**src/sv/isee_ram.sv**
```systemverilog
module isee_ram #(
  parameter int Width = 8,
  parameter int Depth = 16,
  localparam int AW = $clog2(Depth)
) (
  input  logic             clk,
  input  logic             we,
  input  logic [AW-1:0]    waddr,
  input  logic [Width-1:0] wdata,
  input  logic             re,
  input  logic [AW-1:0]    raddr,
  output logic [Width-1:0] rdata
);

  logic [Width-1:0] mem_r [Depth];
  logic [Width-1:0] rdata_r;

  always_ff @(posedge clk) begin
    if (we) begin
      mem_r[waddr] <= wdata;
    end
    if (re) begin
      rdata_r <= mem_r[raddr];
    end
  end

  assign rdata = rdata_r;

endmodule

```
**config.mk**
```make
export PLATFORM = sky130hd
export DESIGN_NAME = isee_ram
export DESIGN_NICKNAME = d
export VERILOG_FILES = /design/src/sv/isee_ram.sv
export SDC_FILE = /design/constraint.sdc
export NUM_CORES = 1
export LEC_CHECK = 0
export BUFFER_PORTS_ARGS = -buffer_cell sky130_fd_sc_hd__buf_2
export CAP_MARGIN = 20
export CORE_ASPECT_RATIO = 0.6
export CORE_MARGIN = 1
export CORE_UTILIZATION = 45
export DETAILED_ROUTE_END_ITERATION = 12
export SLEW_MARGIN = 20
export SYNTH_ARGS = -nofsm -noshare
export SYNTH_HDL_FRONTEND = slang
export SYNTH_SLANG_ARGS = --single-unit
export TNS_END_PERCENT = 30
```
**constraint.sdc**
```tcl
create_clock -name clk -period 4.7 [get_ports clk]
set_input_delay 0.705 -clock clk [delete_from_list [all_inputs] [get_ports clk]]
set_output_delay 0.705 -clock clk [all_outputs]
set_load 0.05 [all_outputs]
```
* Word level (Yosys, flattened, before mapping)
Memory sizes are Yosys's and may differ from the RTL's. A register that Yosys moved wholly into a read port is not among the register bits. Cells that the tools add are included.
Storage, ports and cells: word-level logic and storage cells 3, memories kept 1, register bits 0, input port bits 19, output and inout bits 8, memory bits (writable) 128
Memories:
- mem_r | words 16, width 8, read ports 1, clocked after memory_dff 1, write ports 1, RTL line 15 | logic [Width-1:0] mem_r [Depth];
Cells by class: multiplexer cells 2
Operators with widths (count):
- 1-bit two-way mux | 2

* Depth between registers and ports, before layout
depth after elaboration 2, depth in mapped cells 5, depth with buffers taken out 3

* Least setup slack after synthesis
No wires, ideal clock.
path type in2reg, start point in waddr[2], end point mem mem_r[0][0], enable pin, path buffers 0, path slack 2.502 ns, setup time 0.383 ns, data required time 4.317 ns, data arrival time 1.815 ns, cell stages on the path 2, cells stage by stage or3b_2 > nor3_1
RTL lines:
- start: declaration | RTL line 8 | input logic [AW-1:0] waddr,
- end: declaration | RTL line 15
No word-level cell before the write port.

==> qor.csv <==
metric;value;unit
ys.warnings.count;0;
layout.cells.non_filler;440;
firstDrtPassIters;5;
dpl-instance-area;5500;µm²
p_leak;1.99;nW
yosys.area.top_type;edfxtp_1;
rsz0062_at_grt;false;
period_needed;2.10;ns
synth.avg_cell_area;22.8;µm²
vias;2376;
area_growth_syn_to_layout;15.6;%
grt_remaining_overflow;0;
clk_pin_slew;0.06;ns
crit_chain;buf_4 -> mux4_1 -> a22oi_1 -> nand2_1;
slew_headroom;36.1;%
fin_setup_tns;0;ns
ir_worst_vdd;0.290;mV
fin_nets;287;
routed_wl;10.5;mm
cts.sinks;136;
die_area;12100;µm²
clockBufferDepth;2;
rows;30;
cts_resized;0;
cpPeakStageDelay;0.68;ns
syn-instance-count;229;
ys_seq_elements;136;
tightest_slew;0.954;ns
fill_cells;881;
worstPathRequired;4.85;ns
fmax;476;MHz
cts_setup_buffers;0;
yosys_most_used_dff;edfxtp_1;
p_per_area;448;nW/µm²
antenna_found_initial;0;
grt_pass1_vias;2397;
ys_seq_area_share;78.1;%
layout-drive-gt1-share;27.9;%
crit_type;input pin to flip-flop;
hold_ws;0.680;ns
route.detailed.drc;0;
finalCritPeriodShare;44.7;%
grt.total_usage;19.6;%
startpoint_type;input pin;
avgRoutedWirePerCell;23.8;µm
final_cell_mix;edfxtp_1 (136), buf_2 (25), mux4_2 (18), clkbuf_16 (17), a22oi_1 (16);
ant_nets;0;
cts_tree;yes;
viasPerCell;5.40;
status;finished, final reports clean;
dpl.cell_count;409;
grt_max_degree;33;
synth_edf_count;136;
hp-class;input pin to flip-flop;
setup_violations;0;
drv_cap;0;
antenna_cells;0;
finalWeightedCongestion;0.718;
hpwl;6.66;mm
port_buffers;26;
final_common_cell;edfxtp_1;
worstSkewPairLatency;0.41;ns
grt_pass1_wl;15.8;mm
postSynth.asyncResetShare;0;%
synth_nets;248;
crit_slowest_cell;mux4_1;
critPathArrivalTime;2.25;ns
drtIter0Drc;240;
hold_violations;0;
skew;0.00771;ns
netlist_area;5230;µm²
synth.area.top_cells;edfxtp_1 (78%), mux4_2 (7.8%), mux4_1 (7.0%);
die_x;141;µm
io_pins;27;
postLayoutCellArea;6040;µm²
initial_core_util;46.3;%
cts_buffers;17;
root_buffer;clkbuf_16;
drv_slew;0;
synth_top_area_share;78.1;%
die_h;85.5;µm
crit_fanout;32;
htree_levels;4;
core_area;11300;µm²
hold_buffers;0;
crit_path_end_kind;flip-flop;
synth_cell_type_count;18;
power;2.71;mW
[logic make-up (layout without fill, tap and decap cells)]
| kind of cell | count (synthesis) | count (layout) | share of synthesized area, % |
|---|---|---|---|
| AND/OR/NAND/NOR | 35 | 35 | 3.14 |
| AO/OA/AOI/OAI | 16 | 16 | 2.30 |
| buffers and inverters | 10 | 61 | 1.65 |
| multiplexers | 32 | 32 | 14.8 |
| flip-flops | 136 | 136 | 78.1 |
[worst max-delay path: cells and delay by family]
| family | cells | cell delay [ns] |
|---|---|---|
| AOI/OAI and AO/OA | 1 | 0.27 |
| buffers and inverters | 1 | 0.50 |
| muxes | 1 | 0.68 |
| and+or+nand+nor | 1 | 0.08 |
[metal layers]
metal / wire [µm] / vias up / global-route usage, %
li1: - / 1056 / -
met4: 106 / 0 / 5.63
met3: 871 / 9 / 5.47
met2: 4230 / 85 / 24.7
met5: 0 / - / 0
met1: 5250 / 1226 / 32.5
[power breakdown]
part / switching (mW) / internal, mW
Clock: 0.474 / 0.716
Combinational: 0.0961 / 0.0482
Sequential: 0.00706 / 1.37
[cells in the mapped netlist, types with 2 or more instances]
master           instances
nand2b_1                 2
edfxtp_1               136
buf_2                    3
nor3_1                   4
mux4_2                  18
nand3b_1                 2
clkdlybuf4s25_2          3
a22oi_1                 16
nor2_1                  13
mux4_1                  14
buf_6                    3
nand2_1                  9
[metrics by stage]
step | util (%) | setup WS, ns
CTS | 53.4 | 2.22
finish | 53.5 | 2.60
global route | 53.5 | 2.49
global placement | 48.7 | 1.78
detailed placement | 48.7 | 1.79
floorplan | - | 2.50
[sequential cells by signal (all words and copies together), names as in the netlist]
register	cells
mem_r	128
rdata	8
[worst paths after layout]
| kind | from | slack (ns) | end | depth (start not counted) |
|---|---|---|---|---|
| worst min-delay path | re | 0.68 | rdata[1] | 1 |
| worst max-delay path | raddr[0] | 2.60 | rdata[3] | 4 |
| worst min register to register | mem_r[7][3] | 0.76 | rdata[3] | 3 |
| worst max register to register | mem_r[8][3] | 3.19 | rdata[3] | 3 |
[area by class of cell]
cell class	instances	area, µm²	area share [%]
Clock buffer	17	425	7.04
Clock inverter	14	111	1.84
Multi-Input combinational cell	83	1060	17.5
Sequential cell	136	4080	67.6
Tap cell	160	200	3.31
Timing Repair Buffer	30	163	2.69
Power figures use the tool's default switching activity.
