### config.mk
export PLATFORM = sky130hd
export DESIGN_NAME = isee_ctrl
export DESIGN_NICKNAME = d
export VERILOG_FILES = /design/src/sv/isee_pkg.sv /design/src/sv/isee_ctrl.sv
export SDC_FILE = /design/constraint.sdc
export NUM_CORES = 1
export LEC_CHECK = 0
export BUFFER_PORTS_ARGS = -buffer_cell sky130_fd_sc_hd__buf_4
export CORE_MARGIN = 3
export CORE_UTILIZATION = 45
export CTS_BUF_LIST = sky130_fd_sc_hd__clkbuf_4 sky130_fd_sc_hd__clkbuf_8 sky130_fd_sc_hd__clkbuf_16
export DETAILED_ROUTE_END_ITERATION = 16
export PLACE_DENSITY_LB_ADDON = 0.25
export RECOVER_POWER = 50
export SLEW_MARGIN = 20
export SYNTH_ARGS = -nofsm -noshare
export SYNTH_HDL_FRONTEND = slang
export SYNTH_SLANG_ARGS = --single-unit
### constraint.sdc
create_clock -name clk -period 3.5 [get_ports clk]
set_input_delay 0.525 -clock clk [delete_from_list [all_inputs] [get_ports clk]]
set_output_delay 0.525 -clock clk [all_outputs]
set_load 0.01 [all_outputs]
### src/sv/isee_pkg.sv
package isee_pkg;

  localparam int MAX_VERTICES = 4096;
  localparam int MAX_EDGES    = 16384;
  localparam int MAX_DEGREE   = 64;

  localparam int OpW    = 3;
  localparam int IdxW   = 15;
  localparam int VertW  = $clog2(MAX_VERTICES);
  localparam int RowAW  = $clog2(MAX_VERTICES + 1);
  localparam int NbrAW  = $clog2(MAX_EDGES);
  localparam int CntW   = $clog2(MAX_DEGREE + 1);
  localparam int ClrW   = VertW;

  typedef enum logic [OpW-1:0] {
    OP_LOAD_ROW = 3'd0,
    OP_LOAD_NBR = 3'd1,
    OP_MARK     = 3'd2,
    OP_INDUCE   = 3'd3,
    OP_CLEAR    = 3'd4
  } op_t;

  typedef enum logic [2:0] {
    ST_CLEAR,
    ST_IDLE,
    ST_ACK,
    ST_ROW0,
    ST_ROW1,
    ST_WALK,
    ST_FINISH
  } state_t;

  typedef struct packed {
    logic             we;
    logic [RowAW-1:0] waddr;
    logic [IdxW-1:0]  wdata;
    logic             re;
    logic [RowAW-1:0] raddr;
  } row_req_t;

  typedef struct packed {
    logic             we;
    logic [NbrAW-1:0] waddr;
    logic [VertW-1:0] wdata;
    logic             re;
    logic [NbrAW-1:0] raddr;
  } nbr_req_t;

  typedef struct packed {
    logic             we;
    logic [VertW-1:0] waddr;
    logic             wdata;
    logic             re;
    logic [VertW-1:0] raddr;
  } map_req_t;

  typedef struct packed {
    logic [VertW-1:0] source_vertex;
    logic [VertW-1:0] dest_vertex;
    logic             edge_valid;
    logic             last_of_run;
    logic             status;
  } out_word_t;

endpackage

### src/sv/isee_ctrl.sv
module isee_ctrl import isee_pkg::*; (
  input  logic             clk,
  input  logic             rst_n,
  input  logic             in_valid,
  output logic             in_stall,
  input  logic [OpW-1:0]   in_operation,
  input  logic [IdxW-1:0]  in_table_index,
  input  logic [IdxW-1:0]  in_table_value,
  input  logic [VertW-1:0] in_vertex_id,
  output logic             out_valid,
  input  logic             out_stall,
  output out_word_t        out_word,
  output row_req_t         row_req,
  input  logic [IdxW-1:0]  row_rdata,
  output nbr_req_t         nbr_req,
  input  logic [VertW-1:0] nbr_rdata,
  output map_req_t         map_req,
  input  logic             map_rdata
);

  state_t           state_r, state_nxt;
  logic [ClrW-1:0]  clr_idx_r, clr_idx_nxt;
  logic             clr_ack_r, clr_ack_nxt;
  logic             out_valid_r, out_valid_nxt;
  out_word_t        out_word_r, out_word_nxt;
  logic             out_load;
  logic             out_free;
  logic [VertW-1:0] v_r, v_nxt;
  logic [IdxW-1:0]  j_r, j_nxt;
  logic [IdxW-1:0]  stop_r, stop_nxt;
  logic             a_v_r, a_v_nxt;
  logic             b_v_r, b_v_nxt;
  logic [VertW-1:0] d_r, d_nxt;
  logic             pend_v_r, pend_v_nxt;
  logic [VertW-1:0] pend_d_r, pend_d_nxt;
  logic [CntW-1:0]  count_r, count_nxt;
  logic             a_issue;
  logic             hit;
  logic             adv;

  assign out_free  = !out_valid_r || !out_stall;
  assign a_issue   = (j_r < stop_r) && (j_r < IdxW'(MAX_EDGES));
  assign hit       = b_v_r && map_rdata;
  assign adv       = !(hit && pend_v_r && !out_free);
  assign in_stall  = (state_r != ST_IDLE);
  assign out_valid = out_valid_r;
  assign out_word  = out_word_r;

  always_ff @(posedge clk) begin
    if (!rst_n) begin
      state_r     <= ST_CLEAR;
      clr_idx_r   <= '0;
      clr_ack_r   <= 1'b0;
      out_valid_r <= 1'b0;
      a_v_r       <= 1'b0;
      b_v_r       <= 1'b0;
      pend_v_r    <= 1'b0;
    end else begin
      state_r     <= state_nxt;
      clr_idx_r   <= clr_idx_nxt;
      clr_ack_r   <= clr_ack_nxt;
      out_valid_r <= out_valid_nxt;
      a_v_r       <= a_v_nxt;
      b_v_r       <= b_v_nxt;
      pend_v_r    <= pend_v_nxt;
    end
  end

  always_ff @(posedge clk) begin
    out_word_r <= out_word_nxt;
    v_r        <= v_nxt;
    j_r        <= j_nxt;
    stop_r     <= stop_nxt;
    d_r        <= d_nxt;
    pend_d_r   <= pend_d_nxt;
    count_r    <= count_nxt;
  end

  always_comb begin
    state_nxt    = state_r;
    clr_idx_nxt  = clr_idx_r;
    clr_ack_nxt  = clr_ack_r;
    out_word_nxt = out_word_r;
    out_load     = 1'b0;
    v_nxt        = v_r;
    j_nxt        = j_r;
    stop_nxt     = stop_r;
    a_v_nxt      = 1'b0;
    b_v_nxt      = 1'b0;
    d_nxt        = d_r;
    pend_v_nxt   = pend_v_r;
    pend_d_nxt   = pend_d_r;
    count_nxt    = count_r;
    row_req      = '0;
    nbr_req      = '0;
    map_req      = '0;

    case (state_r)
      ST_CLEAR: begin
        map_req.we    = 1'b1;
        map_req.waddr = clr_idx_r;
        map_req.wdata = 1'b0;
        clr_idx_nxt   = clr_idx_r + 1'b1;
        if (clr_idx_r == '1) begin
          state_nxt   = clr_ack_r ? ST_ACK : ST_IDLE;
          clr_ack_nxt = 1'b0;
        end
      end
      ST_IDLE: begin
        if (in_valid) begin
          case (op_t'(in_operation))
            OP_LOAD_ROW: begin
              row_req.we    = (in_table_index <= IdxW'(MAX_VERTICES));
              row_req.waddr = in_table_index[RowAW-1:0];
              row_req.wdata = in_table_value;
              state_nxt     = ST_ACK;
            end
            OP_LOAD_NBR: begin
              nbr_req.we    = (in_table_index < IdxW'(MAX_EDGES));
              nbr_req.waddr = in_table_index[NbrAW-1:0];
              nbr_req.wdata = in_table_value[VertW-1:0];
              state_nxt     = ST_ACK;
            end
            OP_MARK: begin
              map_req.we    = 1'b1;
              map_req.waddr = in_vertex_id;
              map_req.wdata = 1'b1;
              state_nxt     = ST_ACK;
            end
            OP_INDUCE: begin
              row_req.re    = 1'b1;
              row_req.raddr = RowAW'(in_vertex_id);
              v_nxt         = in_vertex_id;
              pend_v_nxt    = 1'b0;
              count_nxt     = '0;
              state_nxt     = ST_ROW0;
            end
            OP_CLEAR: begin
              clr_idx_nxt = '0;
              clr_ack_nxt = 1'b1;
              state_nxt   = ST_CLEAR;
            end
            default: begin
              state_nxt = ST_IDLE;
            end
          endcase
        end
      end
      ST_ACK: begin
        if (out_free) begin
          out_load     = 1'b1;
          out_word_nxt = '{source_vertex: '0, dest_vertex: '0, edge_valid: 1'b0,
                           last_of_run: 1'b1, status: 1'b0};
          state_nxt    = ST_IDLE;
        end
      end
      ST_ROW0: begin
        j_nxt         = row_rdata;
        row_req.re    = 1'b1;
        row_req.raddr = RowAW'(v_r) + RowAW'(1);
        state_nxt     = ST_ROW1;
      end
      ST_ROW1: begin
        stop_nxt  = row_rdata;
        state_nxt = ST_WALK;
      end
      ST_WALK: begin
        nbr_req.re    = adv && a_issue;
        nbr_req.raddr = j_r[NbrAW-1:0];
        map_req.re    = adv && a_v_r;
        map_req.raddr = nbr_rdata;
        a_v_nxt       = a_v_r;
        b_v_nxt       = b_v_r;
        if (adv) begin
          a_v_nxt = a_issue;
          b_v_nxt = a_v_r;
          d_nxt   = nbr_rdata;
          if (a_issue) begin
            j_nxt = j_r + 1'b1;
          end
        end
        if (hit && adv) begin
          if (count_r == CntW'(MAX_DEGREE)) begin
            out_load     = 1'b1;
            out_word_nxt = '{source_vertex: v_r, dest_vertex: pend_d_r, edge_valid: 1'b1,
                             last_of_run: 1'b1, status: 1'b1};
            a_v_nxt      = 1'b0;
            b_v_nxt      = 1'b0;
            pend_v_nxt   = 1'b0;
            state_nxt    = ST_IDLE;
          end else begin
            if (pend_v_r) begin
              out_load     = 1'b1;
              out_word_nxt = '{source_vertex: v_r, dest_vertex: pend_d_r, edge_valid: 1'b1,
                               last_of_run: 1'b0, status: 1'b0};
            end
            pend_d_nxt = d_r;
            pend_v_nxt = 1'b1;
            count_nxt  = count_r + 1'b1;
          end
        end else if (!a_issue && !a_v_r && !b_v_r) begin
          state_nxt = ST_FINISH;
        end
      end
      ST_FINISH: begin
        if (out_free) begin
          out_load = 1'b1;
          if (pend_v_r) begin
            out_word_nxt = '{source_vertex: v_r, dest_vertex: pend_d_r, edge_valid: 1'b1,
                             last_of_run: 1'b1, status: 1'b0};
          end else begin
            out_word_nxt = '{source_vertex: v_r, dest_vertex: '0, edge_valid: 1'b0,
                             last_of_run: 1'b1, status: 1'b0};
          end
          pend_v_nxt = 1'b0;
          state_nxt  = ST_IDLE;
        end
      end
      default: begin
        state_nxt = ST_IDLE;
      end
    endcase

    if (out_load) begin
      out_valid_nxt = 1'b1;
    end else begin
      out_valid_nxt = out_valid_r && out_stall;
    end
  end

endmodule
# Word-level counts from Yosys, hierarchy flattened
# Index checks and enable logic that the tools add are counted.
# W data, S select, Z words.
[totals] elab_cells=155 ram_bits=0 mem_count=0 mem_bits_ro=0 output_inout_bits=141 latchBits=0 input_bits=77 ff_bits=120
[classes] n_addsub=4 mux=62 bitwise=2 eq_ne=27 multipliers=0 magnitude_cmp=4 n_reduce_logical=38 div_mod_pow=0 shift=0
[op_table] cell="$mux W27" n=8
[op_table] cell="$pmux W27 S3" n=1
[op_table] cell="$mux W15" n=4
[op_table] cell="$mux W29" n=2
[op_table] cell="$pmux W14 S2" n=2
[op_table] cell="$mux W43" n=1
[op_table] cell="$mux W14" n=3
[op_table] cell="$lt A15 B15 Y1 const B" n=2
[op_table] cell="$pmux W15 S2" n=1
[op_table] cell="$mux W7" n=4
[op_table] cell="$mux W12" n=2
[op_table] cell="$pmux W12 S2" n=1
[op_table] cell="$reduce_and A5 Y1" n=4
[op_table] cell="$mux W1" n=19
[op_table] cell="$mux W3" n=6
[op_table] cell="$pmux W3 S6" n=1
[op_table] cell="$ne A2 B2 Y1 const B" n=8
[op_table] cell="$add A15 B1 Y15 const B" n=1
[op_table] cell="$le A15 B13 Y1 const B" n=1
[op_table] cell="$lt A15 B15 Y1" n=1
[op_table] cell="$pmux W7 S2" n=1
[op_table] cell="$add A12 B1 Y13 const B" n=1
[op_table] cell="$mux W13" n=1
[op_table] cell="$add A12 B1 Y12 const B" n=1
[op_table] cell="other kinds (25)" n=61

# Longest topological paths before layout
[logic_depth] word_depth=9 ltp_mapped=8 mapped_depth_nobuf=8

# Worst setup path after synthesis
# OpenSTA, ideal clock, no wires.
[synth_path] kind="register to register" startpoint="register j_r[2]" endpoint="register j_r[0] (enable)" required_ps=3089 setup_ps=411 period_less_slack_ps=2878 n_path_buf=0 arrival_ps=2467 stages_incl_launch_ff=7 path_slack_ps=622 cell_sequence="edfxtp_1 -> ha_1 -> a21oi_1 -> o21ai_0 -> a21oi_1 -> o21ai_0 -> o31ai_1"
[synth_via] elab_chain_cells=4 elab_cells_between_ends=5 classes_between="2 x order compare; 1 x eq/ne; 2 x reduce/logical"
[synth_rtl] item="start: declaration" line="isee_ctrl.sv:29" source="logic [IdxW-1:0] j_r, j_nxt;"
[synth_rtl] item="start signal: assignment" line="isee_ctrl.sv:72" source="j_r <= j_nxt;"
[synth_rtl] item="$lt A15 B15 Y1" line="isee_ctrl.sv:42" source="assign a_issue = (j_r < stop_r) && (j_r < IdxW'(MAX_EDGES));"
[synth_rtl] item="$logic_and A1 B1 Y1 *" line="isee_ctrl.sv:42"
[synth_rtl] item="$ne A2 B2 Y1 (no line) *"
[synth_rtl] item="$reduce_and A3 Y1 (no line) *"
# Every way passes the cells marked *; elsewhere a longest branch is shown, timed or not.
# A chain may end at the register's enable or synchronous reset.

==> impl_summary.log <==
INFO  metric starting_density = 46.6%
INFO  metric power-per-cell-area = 399 nW/µm²
INFO  metric critPathArrivalTime = 2.61 ns
INFO  metric via_per_inst = 5.21
INFO  metric coreArea = 13400 µm²
INFO  metric grt_pass1_vias = 5075
INFO  metric clk_pin_slew_worst_paths = 0.06 ns
INFO  metric setup.worst_path.start_class = flop
INFO  metric post_route_cells_drive_above_1_share = 26.7%
INFO  metric ys.flop_type = edfxtp_1
INFO  metric synth-warning-count = 0
INFO  metric tritoncts = built
INFO  metric synth_nets = 690
INFO  metric seq_area_frac_synth = 54.5%
INFO  metric fillerInstances = 1131
INFO  metric detail_route.wl_per_cell = 16.0 µm
INFO  metric worst-path-buf-inv = 1
INFO  metric max_capacitance_violation_total = 0
INFO  metric synthTopCellsByArea = edfxtp_1 (48%), and2_1 (8.0%), dfxtp_1 (6.4%)
INFO  metric finalCoreUtilization = 63.2%
INFO  metric rows = 42
INFO  metric numClockSinks = 120
INFO  metric drt.antenna.violating_nets = 0
INFO  metric placed_cell_area = 8070 µm²
INFO  metric pre_cts_ws = 0.798 ns
INFO  metric final.setup.worst_slack = 0.365 ns
INFO  metric achievable-frequency = 319 MHz
INFO  metric fp.dieW = 124 µm
INFO  metric yosysTopAreaCell = edfxtp_1
INFO  metric layout.cell_area.non_filler = 8480 µm²
INFO  metric clk_latency = 0.40 ns
INFO  metric vdd_ir_drop_max = 0.300 mV
INFO  metric die_h = 124 µm
INFO  metric quantity_of_gates_resized_following_cts = 0
INFO  metric critical_path.cell_chain = nand2_1 > or2_4 > nor4b_4 > a22o_1 > buf_4
INFO  metric hpwlAfterDp = 12000 µm
INFO  metric worstSetupEndpointType = primary output
INFO  metric cp.required = 2.97 ns
INFO  metric leading_cell_types_in_the_layout_fill_and_taps_excluded = buf_4 (157), edfxtp_1 (100), nand2_1 (57), and2_1 (57), clkbuf_1 (49)
INFO  metric syn_avg_cell_area = 10.5 µm²
INFO  metric cts_setup_buffers = 0
INFO  metric syn2layout_area_growth = 35.6%
INFO  metric drt_drc_violations_left = 0
INFO  metric critical_path_peak_fanout = 16
INFO  metric cts-buffers-inserted = 17
INFO  metric grt_start_max_net_pins = 41
INFO  metric cts_h_tree_depth = 4
INFO  metric detailedRoute.firstIterationViolations = 301
INFO  metric detailroute.via_count = 5226
INFO  metric finalWirelength = 16100 µm
INFO  metric cts.hold.buffers_added = 0
INFO  metric report.final.setup_viol = 0
INFO  metric drv_slew = 0
INFO  metric rsz_0062_raised_after_global_routing = no
INFO  metric synthArstFlopShare = 0%
INFO  metric worst_clock_skew = 0.00641 ns
INFO  metric place.gp.congestion = 0.843
INFO  metric count_of_flip_flops_with_a_built_in_enable_after_synthesis = 100
INFO  metric num-nets-final = 911
INFO  metric port_buffers = 217
INFO  metric antenna_cells = 0
INFO  metric grt_first_pass_wirelength = 25200 µm
INFO  metric cts-root-to-sink-buffers = 2
INFO  metric post-place-cells = 972
INFO  metric timing.setup.critical_path_class = flop to primary output
INFO  metric timing.max_slew.rel_slack = 24.1%
INFO  metric p_leak = 3.55 nW
INFO  metric pin_count = 218
INFO  metric layoutNonFillerInstCount = 1004
INFO  metric die_area = 15300 µm²
INFO  metric cp_top_family = simple AND/OR/NAND/NOR gates
INFO  metric final_period_util = 89.6%
INFO  metric syn_inst = 594
INFO  metric yosys.cell_types.count = 47
INFO  metric outcome = completed
INFO  metric cp_slowest_cell = nor4b_4
INFO  metric dr.pass1.iters = 5
INFO  metric grtUsageTotal = 20.9%
INFO  metric antenna_found_initial = 0
INFO  metric type_of_the_tightest_min_delay_check = input pin to flop
INFO  metric cts-root-buf = clkbuf_16
INFO  metric fin_crit = 3.14 ns
INFO  metric synth_top_area_share = 48.0%
INFO  metric slowest_delay = 0.68 ns
INFO  metric most_frequent_standard_cell_in_the_layout_excluding_fill_and_tap_cells = buf_4
INFO  metric total_power = 3.38 mW
INFO  metric worst_slew_pin_slew = 1.13 ns
INFO  metric syn_area = 6250 µm²
INFO  metric setup-tns-final = 0 ns
INFO  metric final_hold_viol_count = 0
INFO  metric hold_ws = 0.328 ns
INFO  metric grt-ovfl-total = 0
INFO  metric synth_seq_cells = 120
-- synth_stat cells, drive strengths merged, types with 2 or more instances --
cell / count
a31oi: 2
or3: 4
nor2: 45
o31ai: 3
nand2b: 4
xnor2: 12
ha: 19
nand2: 57
nand3b: 2
o211ai: 3
and4: 2
inv: 23
a211oi: 2
a22o: 12
or2: 4
dfxtp: 20
nor4b: 2
and3: 33
a21oi: 22
nand4: 13
xor2: 24
buf: 7
o21a: 2
nand3: 20
nor2b: 4
and2: 80
edfxtp: 100
nor3: 5
o21ai: 39
clkbuf: 19
nor4: 4
-- flip-flops by register name, summed over array words and instances (netlist names) --
name       count
out_word      27
j_r           15
stop_r        15
clr_idx_r     12
d_r           12
pend_d_r      12
v_r           12
count_r        7
state_r        3
a_v_r          1
b_v_r          1
clr_ack_r      1
out_valid      1
pend_v_r       1
-- path summary, 6_finish.rpt --
| kind | end | depth (start not counted) | slack [ns] | start |
|---|---|---|---|---|
| min reg2reg | pend_d_r[8] | 0 | 0.42 | d_r[8] |
| max reg2reg | out_word[22] | 7 | 1.04 | state_r[0] |
| max | map_req[20] | 5 | 0.36 | state_r[0] |
| min | stop_r[5] | 1 | 0.33 | row_rdata[5] |
-- cell type report --
| cell class | instances | area, µm² | area share, % |
|---|---|---|---|
| flip-flops and latches | 120 | 3400 | 40.2 |
| inverters | 23 | 86.3 | 1.02 |
| well taps | 176 | 220 | 2.60 |
| repair buffers | 228 | 1530 | 18.0 |
| clock buffers | 17 | 425 | 5.02 |
| multi-input cells | 425 | 2650 | 31.2 |
| clock inverters | 15 | 168 | 1.98 |
-- cells by family after synthesis --
| group | count (synthesis) | synth area share (%) |
|---|---|---|
| buffers and inverters | 49 | 3.30 |
| adders and majority gates | 19 | 3.80 |
| xor gates and xnor gates | 36 | 5.05 |
| AOI/OAI and AO/OA | 89 | 8.69 |
| DFF | 120 | 54.5 |
| and+or+nand+nor | 281 | 24.7 |
-- report_power, final --
part | internal (mW) | leakage [nW] | switching (mW)
Combinational | 0.0610 | 2.15 | 0.0490
Sequential | 1.54 | 1.12 | 0.00700
Clock | 1.06 | 0.284 | 0.665
-- metal layers --
layer / vias up / GRT usage (%) / routed length (µm)
li1: 2549 / - / -
met1: 2464 / 25.3 / 6390
met2: 193 / 36.8 / 8380
met3: 20 / 4.81 / 1100
met4: 0 / 6.57 / 216
met5: - / 0 / 0
(Power assumes the default switching activity.)
